`src/design/htsm_pkg.sv`:
```
// Package for the heater thermal safety monitor.
// Holds the operation codes, register indexes and the result word layout.
// It depends on nothing else.
package htsm_pkg;

    // Operation codes carried in the input tuser.
    typedef enum logic [1:0] {
        OP_MONITOR = 2'd0,
        OP_RISE    = 2'd1,
        OP_START   = 2'd2,
        OP_STOP    = 2'd3
    } op_t;

    // Configuration register indexes.
    localparam int unsigned CFG_INDEX_W = 4;
    localparam logic [CFG_INDEX_W-1:0] REG_MAX_TEMPERATURE  = 4'd0;
    localparam logic [CFG_INDEX_W-1:0] REG_DROP_LIMIT       = 4'd1;
    localparam logic [CFG_INDEX_W-1:0] REG_RISE_THRESHOLD   = 4'd2;
    localparam logic [CFG_INDEX_W-1:0] REG_CHECK_SAMPLES    = 4'd3;
    localparam logic [CFG_INDEX_W-1:0] REG_BAND_LOW_OFFSET  = 4'd4;
    localparam logic [CFG_INDEX_W-1:0] REG_BAND_HIGH_OFFSET = 4'd5;
    localparam logic [CFG_INDEX_W-1:0] REG_BAND_ENABLE      = 4'd6;
    localparam logic [CFG_INDEX_W-1:0] REG_SLOW_MODE        = 4'd7;

    localparam int unsigned CFG_DATA_W = 16;

    // Minimum number of samples a rise check gathers.
    localparam logic [7:0] MIN_CHECK_SAMPLES = 8'd4;

    // Successive drops beyond this count trip the long drop flag.
    localparam logic [3:0] LONG_DROP_COUNT = 4'd10;

    // One result word; the last member sits in the lowest bit.
    typedef struct packed {
        logic drive_at_limit;
        logic rise_check_escaped;
        logic long_drop;
        logic sharp_drop;
        logic no_rise;
        logic over_temperature;
    } result_t;

endpackage

```
`src/design/heater_thermal_safety_monitor.sv`:
```
// Heater thermal safety monitor top level.
// Depends on htsm_pkg for operation codes, register indexes and the result layout.
//
// Usage:
// Input words arrive on the s_ channel: s_tuser carries the operation (monitor
// tick, rise-check tick, start, stop) and s_tdata the temperature, setpoint,
// drive and drive limit. Every accepted word yields exactly one result word on
// the m_ channel, carrying the trip flags and the latched drive-at-limit flag.
// The configuration channel writes one register per handshake; it is always
// ready and should only be used while no result is outstanding. Writing
// slow_mode as zero also restarts monitoring.
// The result of a word accepted at an edge is loaded into the output register at
// that same edge. All state updates and trip checks are done in a single pass of
// compares and subtractions, so one word per cycle is sustained while results are
// taken. The output register alone sets the pace: while a result is held and the
// receiver stalls, s_tready is low; a result taken in the same cycle frees the
// register for a new word.
// Reset clears the monitor and rise-check run flags (both stopped), the drop and
// sample counters and the drive flag, and loads the register defaults. The
// last-four sample store has no reset; it is always filled before it is read.
module heater_thermal_safety_monitor
    import htsm_pkg::*;
#(
    parameter int unsigned MAX_CHECK_SAMPLES = 255
) (
    input  logic                   clk,
    input  logic                   rst_n,
    // Input stream.
    input  logic                   s_tvalid,
    output logic                   s_tready,
    // tdata: temperature[15:0], setpoint[31:16], drive[43:32],
    // drive_limit[55:44].
    input  logic [55:0]            s_tdata,
    // tuser: operation[1:0].
    input  logic [1:0]             s_tuser,
    // Result stream.
    output logic                   m_tvalid,
    input  logic                   m_tready,
    // tdata: over_temperature[0], no_rise[1], sharp_drop[2], long_drop[3],
    // rise_check_escaped[4], drive_at_limit[5], zero padding[7:6].
    output logic [7:0]             m_tdata,
    // Configuration write channel.
    input  logic                   cfg_valid,
    output logic                   cfg_ready,
    input  logic [CFG_INDEX_W-1:0] cfg_index,
    input  logic [CFG_DATA_W-1:0]  cfg_data
);

    localparam int unsigned CNT_W = $clog2(MAX_CHECK_SAMPLES + 1);
    localparam logic [7:0] MAX_SAMPLES_8 = 8'(MAX_CHECK_SAMPLES);

    // Configuration registers.
    logic signed [15:0] max_temperature_reg;
    logic [14:0]        drop_limit_reg;
    logic signed [15:0] rise_threshold_reg;
    logic [7:0]         check_samples_reg;
    logic signed [15:0] band_low_offset_reg;
    logic signed [15:0] band_high_offset_reg;
    logic               band_enable_reg;
    logic               slow_mode_reg;

    // Monitor state.
    logic signed [15:0] prev_temp_reg, prev_temp_next;
    logic               prev_valid_reg, prev_valid_next;
    logic [3:0]         drop_cnt_reg, drop_cnt_next;
    logic               drive_sat_reg, drive_sat_next;
    logic [CNT_W-1:0]   sample_cnt_reg, sample_cnt_next;
    logic signed [15:0] recent_reg [4];
    logic signed [15:0] recent_next [4];
    logic               mon_run_reg, mon_run_next;
    logic               rise_run_reg, rise_run_next;

    // Output register.
    logic               out_valid_reg;
    result_t            out_data_reg, result;

    // Handshakes and unpacked input fields.
    logic               in_accept;
    logic               cfg_accept;
    op_t                op;
    logic signed [15:0] temp;
    logic signed [15:0] setpoint;
    logic signed [11:0] drive;
    logic signed [11:0] drive_limit;

    // Rise-check helpers.
    logic signed [16:0] band_lo;
    logic signed [16:0] band_hi;
    logic               in_band;
    logic [CNT_W-1:0]   n_eff;
    logic signed [16:0] rise_diff;
    logic signed [17:0] rise_limit;
    logic signed [16:0] temp_diff;
    logic [16:0]        drop_mag;
    logic [3:0]         drop_inc;

    assign in_accept  = s_tvalid && s_tready;
    assign s_tready   = !out_valid_reg || m_tready;
    assign cfg_ready  = 1'b1;
    assign cfg_accept = cfg_valid && cfg_ready;

    assign op          = op_t'(s_tuser);
    assign temp        = s_tdata[15:0];
    assign setpoint    = s_tdata[31:16];
    assign drive       = s_tdata[43:32];
    assign drive_limit = s_tdata[55:44];

    assign m_tvalid = out_valid_reg;
    assign m_tdata  = {2'b00, out_data_reg};

    // Band edges, clamped sample count and the rise judgement terms.
    assign band_lo    = 17'(setpoint) + 17'(band_low_offset_reg);
    assign band_hi    = 17'(setpoint) + 17'(band_high_offset_reg);
    assign in_band    = band_enable_reg && (17'(temp) > band_lo) && (17'(temp) < band_hi);
    assign rise_diff  = 17'(recent_reg[0]) - 17'(recent_reg[3]);
    assign rise_limit = 18'(rise_threshold_reg) + (18'(rise_threshold_reg) <<< 1);
    assign temp_diff  = prev_valid_reg ? (17'(temp) - 17'(prev_temp_reg)) : 17'sd0;
    assign drop_mag   = 17'(-temp_diff);
    assign drop_inc   = drop_cnt_reg + 4'd1;

    always_comb
    begin
        if (check_samples_reg < MIN_CHECK_SAMPLES)
        begin
            n_eff = CNT_W'(MIN_CHECK_SAMPLES);
        end
        else if (check_samples_reg > MAX_SAMPLES_8)
        begin
            n_eff = CNT_W'(MAX_SAMPLES_8);
        end
        else
        begin
            n_eff = CNT_W'(check_samples_reg);
        end
    end

    // Next state and the result of one accepted word.
    always_comb
    begin
        logic do_step;
        logic sat_used;
        prev_temp_next  = prev_temp_reg;
        prev_valid_next = prev_valid_reg;
        drop_cnt_next   = drop_cnt_reg;
        drive_sat_next  = drive_sat_reg;
        sample_cnt_next = sample_cnt_reg;
        mon_run_next    = mon_run_reg;
        rise_run_next   = rise_run_reg;
        for (int i = 0; i < 4; i++)
        begin
            recent_next[i] = recent_reg[i];
        end
        result   = '0;
        do_step  = 1'b0;
        sat_used = drive_sat_reg;

        if (in_accept)
        begin
            // Decide whether a rise-check step runs on this word.
            unique case (op)
                OP_RISE:
                begin
                    do_step = rise_run_reg && !slow_mode_reg;
                end
                OP_MONITOR:
                begin
                    if (mon_run_reg && !slow_mode_reg)
                    begin
                        drive_sat_next = (drive >= drive_limit);
                        sat_used       = drive_sat_next;
                        do_step        = drive_sat_next;
                    end
                end
                default:
                begin
                    do_step = 1'b0;
                end
            endcase

            // Start and stop commands.
            unique case (op)
                OP_START:
                begin
                    sample_cnt_next = '0;
                    mon_run_next    = 1'b1;
                end
                OP_STOP:
                begin
                    sample_cnt_next = '0;
                    mon_run_next    = 1'b0;
                    rise_run_next   = 1'b0;
                end
                default:
                begin
                end
            endcase

            // One rise-check step: escape, gather a sample or judge.
            if (do_step)
            begin
                if (in_band || !sat_used)
                begin
                    sample_cnt_next           = '0;
                    rise_run_next             = 1'b0;
                    result.rise_check_escaped = 1'b1;
                end
                else if (sample_cnt_reg < n_eff)
                begin
                    rise_run_next   = 1'b1;
                    recent_next[3]  = recent_reg[2];
                    recent_next[2]  = recent_reg[1];
                    recent_next[1]  = recent_reg[0];
                    recent_next[0]  = temp;
                    sample_cnt_next = sample_cnt_reg + CNT_W'(1);
                end
                else
                begin
                    if (18'(rise_diff) <= rise_limit)
                    begin
                        result.no_rise = 1'b1;
                        mon_run_next   = 1'b0;
                    end
                    sample_cnt_next = '0;
                    rise_run_next   = 1'b0;
                end
            end

            // Temperature checks of a running monitor tick.
            if (op == OP_MONITOR && mon_run_reg)
            begin
                result.over_temperature = (temp >= max_temperature_reg);
                prev_temp_next  = temp;
                prev_valid_next = 1'b1;
                if (!slow_mode_reg)
                begin
                    if (temp_diff < 0)
                    begin
                        drop_cnt_next = drop_inc;
                        if (drop_mag >= 17'(drop_limit_reg))
                        begin
                            result.sharp_drop = 1'b1;
                            drop_cnt_next     = '0;
                        end
                        else if (drop_inc > LONG_DROP_COUNT)
                        begin
                            result.long_drop = 1'b1;
                            drop_cnt_next    = '0;
                        end
                    end
                    else
                    begin
                        drop_cnt_next = '0;
                    end
                end
            end
        end

        result.drive_at_limit = drive_sat_next;

        // Clearing slow mode restarts monitoring.
        if (cfg_accept && cfg_index == REG_SLOW_MODE && !cfg_data[0])
        begin
            sample_cnt_next = '0;
            mon_run_next    = 1'b1;
        end
    end

    // Configuration registers.
    always_ff @(posedge clk or negedge rst_n)
    begin
        if (!rst_n)
        begin
            max_temperature_reg  <= 16'sd16000;
            drop_limit_reg       <= 15'd80;
            rise_threshold_reg   <= 16'sd16;
            check_samples_reg    <= 8'd10;
            band_low_offset_reg  <= -16'sd32;
            band_high_offset_reg <= 16'sd32;
            band_enable_reg      <= 1'b0;
            slow_mode_reg        <= 1'b0;
        end
        else if (cfg_accept)
        begin
            priority case (cfg_index)
                REG_MAX_TEMPERATURE:  max_temperature_reg  <= cfg_data;
                REG_DROP_LIMIT:       drop_limit_reg       <= cfg_data[14:0];
                REG_RISE_THRESHOLD:   rise_threshold_reg   <= cfg_data;
                REG_CHECK_SAMPLES:    check_samples_reg    <= cfg_data[7:0];
                REG_BAND_LOW_OFFSET:  band_low_offset_reg  <= cfg_data;
                REG_BAND_HIGH_OFFSET: band_high_offset_reg <= cfg_data;
                REG_BAND_ENABLE:      band_enable_reg      <= cfg_data[0];
                REG_SLOW_MODE:        slow_mode_reg        <= cfg_data[0];
                default:
                begin
                end
            endcase
        end
    end

    // Monitor state and the output valid flag.
    always_ff @(posedge clk or negedge rst_n)
    begin
        if (!rst_n)
        begin
            prev_temp_reg  <= '0;
            prev_valid_reg <= 1'b0;
            drop_cnt_reg   <= '0;
            drive_sat_reg  <= 1'b0;
            sample_cnt_reg <= '0;
            mon_run_reg    <= 1'b0;
            rise_run_reg   <= 1'b0;
            out_valid_reg  <= 1'b0;
        end
        else
        begin
            prev_temp_reg  <= prev_temp_next;
            prev_valid_reg <= prev_valid_next;
            drop_cnt_reg   <= drop_cnt_next;
            drive_sat_reg  <= drive_sat_next;
            sample_cnt_reg <= sample_cnt_next;
            mon_run_reg    <= mon_run_next;
            rise_run_reg   <= rise_run_next;
            if (in_accept)
            begin
                out_valid_reg <= 1'b1;
            end
            else if (m_tready)
            begin
                out_valid_reg <= 1'b0;
            end
        end
    end

    // Sample store and result word; payload only, no reset.
    always_ff @(posedge clk)
    begin
        for (int i = 0; i < 4; i++)
        begin
            recent_reg[i] <= recent_next[i];
        end
        if (in_accept)
        begin
            out_data_reg <= result;
        end
    end

endmodule

```
`config.mk`:
```
export PLATFORM = sky130hd
export DESIGN_NAME = heater_thermal_safety_monitor
export DESIGN_NICKNAME = d
export VERILOG_FILES = /design/src/design/htsm_pkg.sv /design/src/design/heater_thermal_safety_monitor.sv
export SDC_FILE = /design/constraint.sdc
export NUM_CORES = 1
export LEC_CHECK = 0
export BUFFER_PORTS_ARGS = -buffer_cell sky130_fd_sc_hd__clkbuf_2
export CAP_MARGIN = 10
export CORE_ASPECT_RATIO = 0.75
export CORE_UTILIZATION = 45
export CTS_CLUSTER_DIAMETER = 100
export DETAILED_ROUTE_END_ITERATION = 6
export PLACE_DENSITY_LB_ADDON = 0.3
export SYNTH_ARGS = -nofsm -noshare
export SYNTH_HDL_FRONTEND = slang
export SYNTH_SLANG_ARGS = --single-unit
```
`constraint.sdc`:
```
create_clock -name clk -period 9.7 [get_ports clk]
set_input_delay 0.97 -clock clk [delete_from_list [all_inputs] [get_ports clk]]
set_output_delay 0.97 -clock clk [all_outputs]
set_load 0.02 [all_outputs]
```
## Word level (Yosys, flattened, before mapping)

Memory sizes are Yosys's and may differ from the RTL's.
Cells that the tools add are included.
W data, S select, Z words.

| operators by class | value |
|---|---|
| $add $sub $neg | 8 |
| multiply operators | 0 |
| divide/modulo/power cells | 0 |
| order comparisons | 11 |
| equal/unequal tests | 10 |
| shifts and indexed selects | 0 |
| muxes and demuxes | 40 |
| bitwise gates (word level) | 4 |
| reductions and logical operators | 36 |

Operators with widths:

| kind | number |
|---|---|
| $mux W64 | 4 |
| $mux W8 | 8 |
| $add A16 B16 Y17 | 2 |
| $sub A16 B16 Y17 | 2 |
| $mux W1 | 22 |
| $reduce_and A2 Y1 | 11 |
| $add A16 B17 Y18 | 1 |
| $le A17 B18 Y1 | 1 |
| $ge A17 B15 Y1 | 1 |
| $gt A16 B17 Y1 | 1 |
| $lt A16 B17 Y1 | 1 |
| $lt A17 B1 Y1 const B | 1 |
| $mux W17 | 1 |
| $neg A17 Y17 | 1 |
| $eq A4 B3 Y1 const B | 4 |
| $ge A16 B16 Y1 | 1 |
| $ge A12 B12 Y1 | 1 |
| $mux W4 | 3 |
| $add A8 B1 Y8 const B | 1 |
| $eq A4 B2 Y1 const B | 2 |
| $gt A8 B8 Y1 const B | 1 |
| $logic_and A1 B1 Y1 | 8 |
| $lt A8 B3 Y1 const B | 1 |
| $lt A8 B8 Y1 | 1 |
| 17 further kinds | 29 |

| storage, ports and cells | value |
|---|---|
| register bits after elaboration | 128 |
| bits in latches | 0 |
| RAM bits | 64 |
| bits in read-only memories | 0 |
| bits of input ports | 83 |
| output and inout bits | 11 |
| logic and storage cells | 132 |
| memories | 1 |

Memories:

| memory | words | bits a word | rd ports | clocked after memory_dff | wr ports | line | text |
|---|---|---|---|---|---|---|---|
| recent_reg | 4 | 16 | 4 | 0 | 4 | heater_thermal_safety_monitor.sv:68 | `logic signed [15:0] recent_reg [4];` |

## Depth between registers and ports, before layout

Gate-level depths: netlist (run 1).

| logic depth | value |
|---|---|
| word-level depth | 11 |
| depth in mapped cells | 23 |
| gate-level depth less buffers | 23 |

## Least setup slack after synthesis (run 1)

OpenSTA, ideal clock, no wires.

| timing | value |
|---|---|
| path type | in2reg |
| start | in s_tdata[16] |
| end | mem recent_reg[0][0], enable pin |
| arrival | 6.975 ns |
| data required time | 9.212 ns |
| setup slack | 2.237 ns |
| cell stages on the path | 20 |
| path buffers | 0 |
| cells stage by stage | ha_1 > fa_1 > a21oi_1 > nor2_1 > nor2_1 > o21bai_1 > a21oi_1 > o21ai_0 > a21oi_1 > o21bai_1 > a21oi_1 > xor2_1 > ha_1 > a21o_1 > a21o_1 > a211oi_1 > o211ai_1 > a41oi_1 > o21ai_1 > nor2_1 |

RTL lines:

| element | line | text |
|---|---|---|
| from (decl) | heater_thermal_safety_monitor.sv:33 | `input logic [55:0] s_tdata,` |
| to (decl) | heater_thermal_safety_monitor.sv:68 |  |

==> impl_metrics.toml, run 1 <==
[run_status]
outcome = "finished, final reports clean"

[place]
place.port_buffers = 90
pre_cts_ws_ns = 3.53
place_congestion = 0.885
placedCellCount = 1749
dp_hpwl_um = 23900

[floorplan]
core_area_um2 = 29200
die_x_um = 201
num_io_pins = 94
start_util = 0.460
die_area_um2 = 30500
die_h_um = 152
num_rows = 54

[layout]
nets = 1648
antennaDiodeCount = 0
largest_register_ffs = 64
area_growth_pct = 10.8
final_common_cell = "ha_1"
drive_gt1_frac = 0.190
final_cell_mix = "184 x ha_1, 122 x inv_1, 99 x dfrtp_1"
final_cells = 1781
utilization = 0.509

[routing]
dr.pass1.iters = 5
drc = 0
via_per_inst = 5.50
drt_wl_total_um = 31200
ant_nets = 0
via_count = 9796
drtIter0Drc = 394
drt-wirelength-per-cell_um = 17.5

[job]
max_cap_violations = 0

[clock_network]
cts_made_buffers = 17
clkTransAtPathRegs_ns = 0.07
cts_tree = "done"
root_buffer = "clkbuf_16"
post-cts-setup-buffer-count = 0
ctsResizeCount = 0
clk-insertion-delay-late_ns = 0.46
cts_buffer_depth = 2
cts-htree-levels = 4
postCtsHoldBufs = 0
numClockSinks = 192

[sta]
fin_setup_tns_ns = 0
hold_violations = 0
drv_slew = 0
worstMarginPinSlew_ns = 0.957
slew_headroom = 0.360
rsz0062_at_grt = "no"
fin_ws_ns = 4.03
fin_crit_ns = 5.67
setup_viol = 0
fmax_mhz = 176
min_period_over_period = 0.584
fin_skew_ns = 0.0131

[yosys]
synthArstFlopShare = 0.635
synth_ff_type = "dfrtp_1"
postSynthCellCount = 1283
ys_ff_latch = 192
synth_cell_types = 81
synth_largest_area_cell = "dfrtp_1"
ys_seq_area_frac = 0.386
synth_top_area_share = 0.185
syn-cell-area_um2 = 13400
synth_edf_count = 70
synth_area_leaders = "dfrtp_1 18%, ha_1 17%, edfxtp_1 16%"
yosys_warnings = 0
syn_area_per_cell_um2 = 10.5

[critical_path]
critPathCaptureType = "flop"
criticalPathCategory = "primary input to flop"
cp_max_fo = 65
arrival_ns = 5.75
critPathLaunchType = "primary input"
cp.required_ns = 9.78

[global_route]
antenna_found_initial = 1
grt_pass1_wl_um = 50400
grt_pass1_vias = 9732
grt_use_total = 0.215
overflow = 0
grt_start_max_net_pins = 69

[pwr]
max-vdd-ir-drop_mv = 0.145
p_total_w = 0.00325
powerDensity_nw_per_um2 = 218
p_leak_nw = 6.82

[min_path]
hp-class = "flop to flop"
==> cells in the mapped netlist, drive strengths merged (28+ instances only) <==
library cell,number
nand3,29
nand2b,28
mux2,97
xnor2,37
inv,122
a21oi,68
edfxtp,70
xor2,29
ha,184
a21o,32
o21ai,51
nor2,70
dfrtp,99
nand2,61
==> worst paths after layout <==
kind,cells after the start,endpoint,start,slack (ns)
max,22,recent_reg[3][4],s_tdata[16],4.03
min,0,recent_reg[2][5],recent_reg[1][5],0.42
min in group asynchronous,1,band_high_offset_reg[13],rst_n,0.57
max reg2reg,21,recent_reg[3][4],band_low_offset_reg[0],4.27
min reg2reg,0,recent_reg[2][5],recent_reg[1][5],0.42
max in group asynchronous,2,prev_temp_reg[8],rst_n,7.77
==> cells by family after synthesis <==
family / after synthesis / synth area share
and+or+nand+nor: 313 / 0.123
xor gates and xnor gates: 66 / 0.0431
other: 2 / 0.000560
muxes: 103 / 0.0859
DFF: 192 / 0.386
adders and majority gates: 189 / 0.179
AOI/OAI and AO/OA: 276 / 0.141
buffers and inverters: 142 / 0.0412
==> metal layers <==
metal  GRT usage  vias up  wire [µm]
met5           0        -          0
met4      0.0580        0        425
met3      0.0393       35       1270
met2       0.338      191      13700
met1       0.304     4710      15800
li1            -     4860          -
==> where the power goes <==
group	total (W)	leakage [nW]	internal (W)	switching, W
Combinational	0.00149	4.44	0.000689	0.000797
Clock	0.000681	0.277	0.000358	0.000323
Sequential	0.00108	2.10	0.000992	0.0000879
Total	0.00325	6.82	0.00204	0.00121
==> critical path, stage by stage <==
cell	delay [ns]
clkbuf_2	0.09
ha_1	0.23
fa_1	0.40
a21oi_1	0.14
nor2_1	0.05
nor2_1	0.14
o21bai_1	0.09
a21oi_1	0.21
o21ai_0	0.13
a21oi_1	0.35
o21bai_1	0.11
a21oi_1	0.18
xor2_1	0.16
ha_1	0.26
a21o_1	0.18
a21o_1	0.17
a211oi_1	0.28
o211ai_1	0.12
a41oi_1	0.30
o21ai_1	0.32
nor2_4	0.17
buf_4	0.61
==> through the flow <==
step           hold slack [ns]  area [µm²]
6_report                 0.420       14900
5_1_grt                  0.425       14900
4_1_cts                  0.421       14900
3_5_place_dp             0.405       14300
3_3_place_gp             0.400       14300
2_1_floorplan            0.400       13400
==> cell type report <==
| type | count | area (µm²) |
|---|---|---|
| well taps | 392 | 490 |
| clock buffers | 20 | 479 |
| fillers | 2669 | 14300 |
| repair buffers | 93 | 475 |
| multi-input cells | 950 | 7700 |
| clock inverters | 12 | 81.3 |
| flip-flops and latches | 192 | 5180 |
| inverters | 122 | 458 |
Power figures use the tool's default switching activity.
==> run 2, diff against run 1 <==
ABC_AREA = 1   (was not set)
clock period = 5.2 ns   (was 9.7 ns; I/O delays follow)
==> run 2 against run 1 <==
Critical path depth up 3. Synthesized cell count is 32% higher. Area after synthesis up 3.8%. Clock skew down 0.0012 ns. First-iteration DRC count is 82% higher. Largest power group unchanged.
==> impl_metrics.toml, run 2 <==
[run_status]
outcome = "finished, final reports clean"

[pwr]
p_switching_w = 0.00254
p_total_w = 0.00612
powerDensity_nw_per_um2 = 396
power.internal_w = 0.00358
max-vdd-ir-drop_mv = 0.277
swShare = 0.414
pwr-share-seq = 0.313
combPwrFrac = 0.456
p_leak_nw = 7.85
clock_power_share = 0.231

[critical_path]
critPathLaunchType = "flop"
critPathCaptureType = "flop"
critPathSlowestCell = "fa_1"
path_common_cell = "nand2_1"
cp.required_ns = 5.34
path_delay_family = "simple AND/OR/NAND/NOR gates"
crit_start = "band_high_offset_reg[0]"
r2r-start = "band_high_offset_reg[0]"
cp_num_buf_inv = 4
arrival_ns = 4.75
criticalPathCategory = "flop to flop"
crit_path_max_incr_delay_ns = 0.40
cp_max_fo = 51

[routing]
via_count = 11500
drt_wl_total_um = 34700
ant_nets = 0
drtIter0Drc = 716
drt-wirelength-per-cell_um = 15.8
dr.pass1.iters = 5
drc = 0
via_per_inst = 5.22

[clock_network]
cts-htree-levels = 4
cts_buffer_depth = 2
root_buffer = "clkbuf_16"
numClockSinks = 192
postCtsHoldBufs = 0
ctsResizeCount = 0
post-cts-setup-buffer-count = 0
clkTransAtPathRegs_ns = 0.08
cts_made_buffers = 17
cts_tree = "done"
clk-insertion-delay-late_ns = 0.47

[global_route]
grt_pass1_vias = 10900
grt_use_total = 0.229
antenna_found_initial = 3
grt_pass1_wl_um = 56000
grt_start_max_net_pins = 82
overflow = 0

[yosys]
synth_area_leaders = "dfrtp_1 18%, ha_1 17%, edfxtp_1 15%"
ys_top_cells_by_count = "378 x nand2_1, 264 x inv_1, 184 x ha_1"
ys_ff_latch = 192
ys_seq_area_frac = 0.372
syn_area_per_cell_um2 = 8.21
synth_most_common_cell = "nand2_1"
syn-cell-area_um2 = 13900
synth_edf_count = 70
synth_largest_area_cell = "dfrtp_1"
synth_cell_types = 52
synthArstFlopShare = 0.635
synth_top_area_share = 0.178
yosys_warnings = 0
postSynthCellCount = 1697
synth_ff_type = "dfrtp_1"

[sta]
fin_crit_ns = 4.61
fin_skew_ns = 0.0119
rsz0062_at_grt = "no"
min_period_over_period = 0.886
fin_setup_tns_ns = 0
slew_headroom = 0.221
fmax_mhz = 217
hold_violations = 0
setup_viol = 0
drv_slew = 0
worstMarginPinSlew_ns = 1.16

[layout]
largest_register_ffs = 64
final_cells = 2200
final_cell_mix = "378 x nand2_1, 264 x inv_1, 184 x ha_1"
fillers = 2895
nets = 2059
drive_gt1_frac = 0.121
final_common_cell = "nand2_1"
area_growth_pct = 10.9

[floorplan]
die_h_um = 154
die_area_um2 = 31700
num_io_pins = 94
start_util = 0.460
core_area_um2 = 30300
num_rows = 55
die_x_um = 205

[job]
max_cap_violations = 0

[min_path]
hp-class = "primary input to async pin"

[place]
place.port_buffers = 90
dp_hpwl_um = 27600
placedCellCount = 2167
place_congestion = 0.938
run 2: through the flow:
step	hold WS [ns]	instance area (µm²)	util	worst slack [ns]
2_1_floorplan	0.224	13900	-	0.503
3_3_place_gp	0.401	14800	0.490	0.470
3_5_place_dp	0.405	14800	0.490	0.349
4_1_cts	0.277	15500	0.510	0.606
5_1_grt	0.317	15500	0.510	0.186
6_report	0.240	15500	0.511	0.593
run 2: path summary, 6_finish.rpt:
kind,to,slack (ns),cells past startpoint
max,recent_reg[1][5],0.59,25
min,sample_cnt_reg[2],0.24,1
max reg2reg,recent_reg[1][5],0.59,25
min reg2reg,recent_reg[3][15],0.42,0
max in group asynchronous,drop_limit_reg[4],3.76,2
min in group clk,m_tvalid,0.32,4
run 2: cell families (layout without fill, tap and decap cells):
group | after synthesis | in the layout | share of synthesized area
and+or+nand+nor | 643 | 643 | 0.210
DFF | 192 | 192 | 0.372
adders and majority gates | 189 | 189 | 0.172
AOI/OAI and AO/OA | 301 | 301 | 0.117
xor gates and xnor gates | 76 | 76 | 0.0478
other | 2 | 4 | 0.000539
buffers and inverters | 294 | 396 | 0.0803
run 2: power by group through the flow:
stage,combinational [W],clock [W],sequential [W]
4_1_cts,0.00279,0.00143,0.00192
5_1_grt,0.00321,0.00149,0.00194
2_1_floorplan,0.00215,0,0.00190
3_3_place_gp,0.00268,0,0.00194
6_report,0.00279,0.00141,0.00192
3_5_place_dp,0.00278,0,0.00195
run 2: area by class of cell:
cell class,instances,area (µm²),share of cell area
multi-input cells,1212,7650,0.495
flip-flops and latches,192,5180,0.335
inverters,271,1020,0.0660
well taps,399,499,0.0323
repair buffers,93,488,0.0316
clock buffers,17,425,0.0275
clock inverters,15,195,0.0126
diodes,1,2.50,0.000162
run 2: metal layers:
| metal | GRT usage | vias to the layer above | routed length (µm) |
|---|---|---|---|
| met5 | 0 | - | 0 |
| met3 | 0.0343 | 44 | 1950 |
| met1 | 0.333 | 5346 | 17200 |
| li1 | - | 5822 | - |
| met4 | 0.0822 | 0 | 802 |
| met2 | 0.345 | 268 | 14800 |
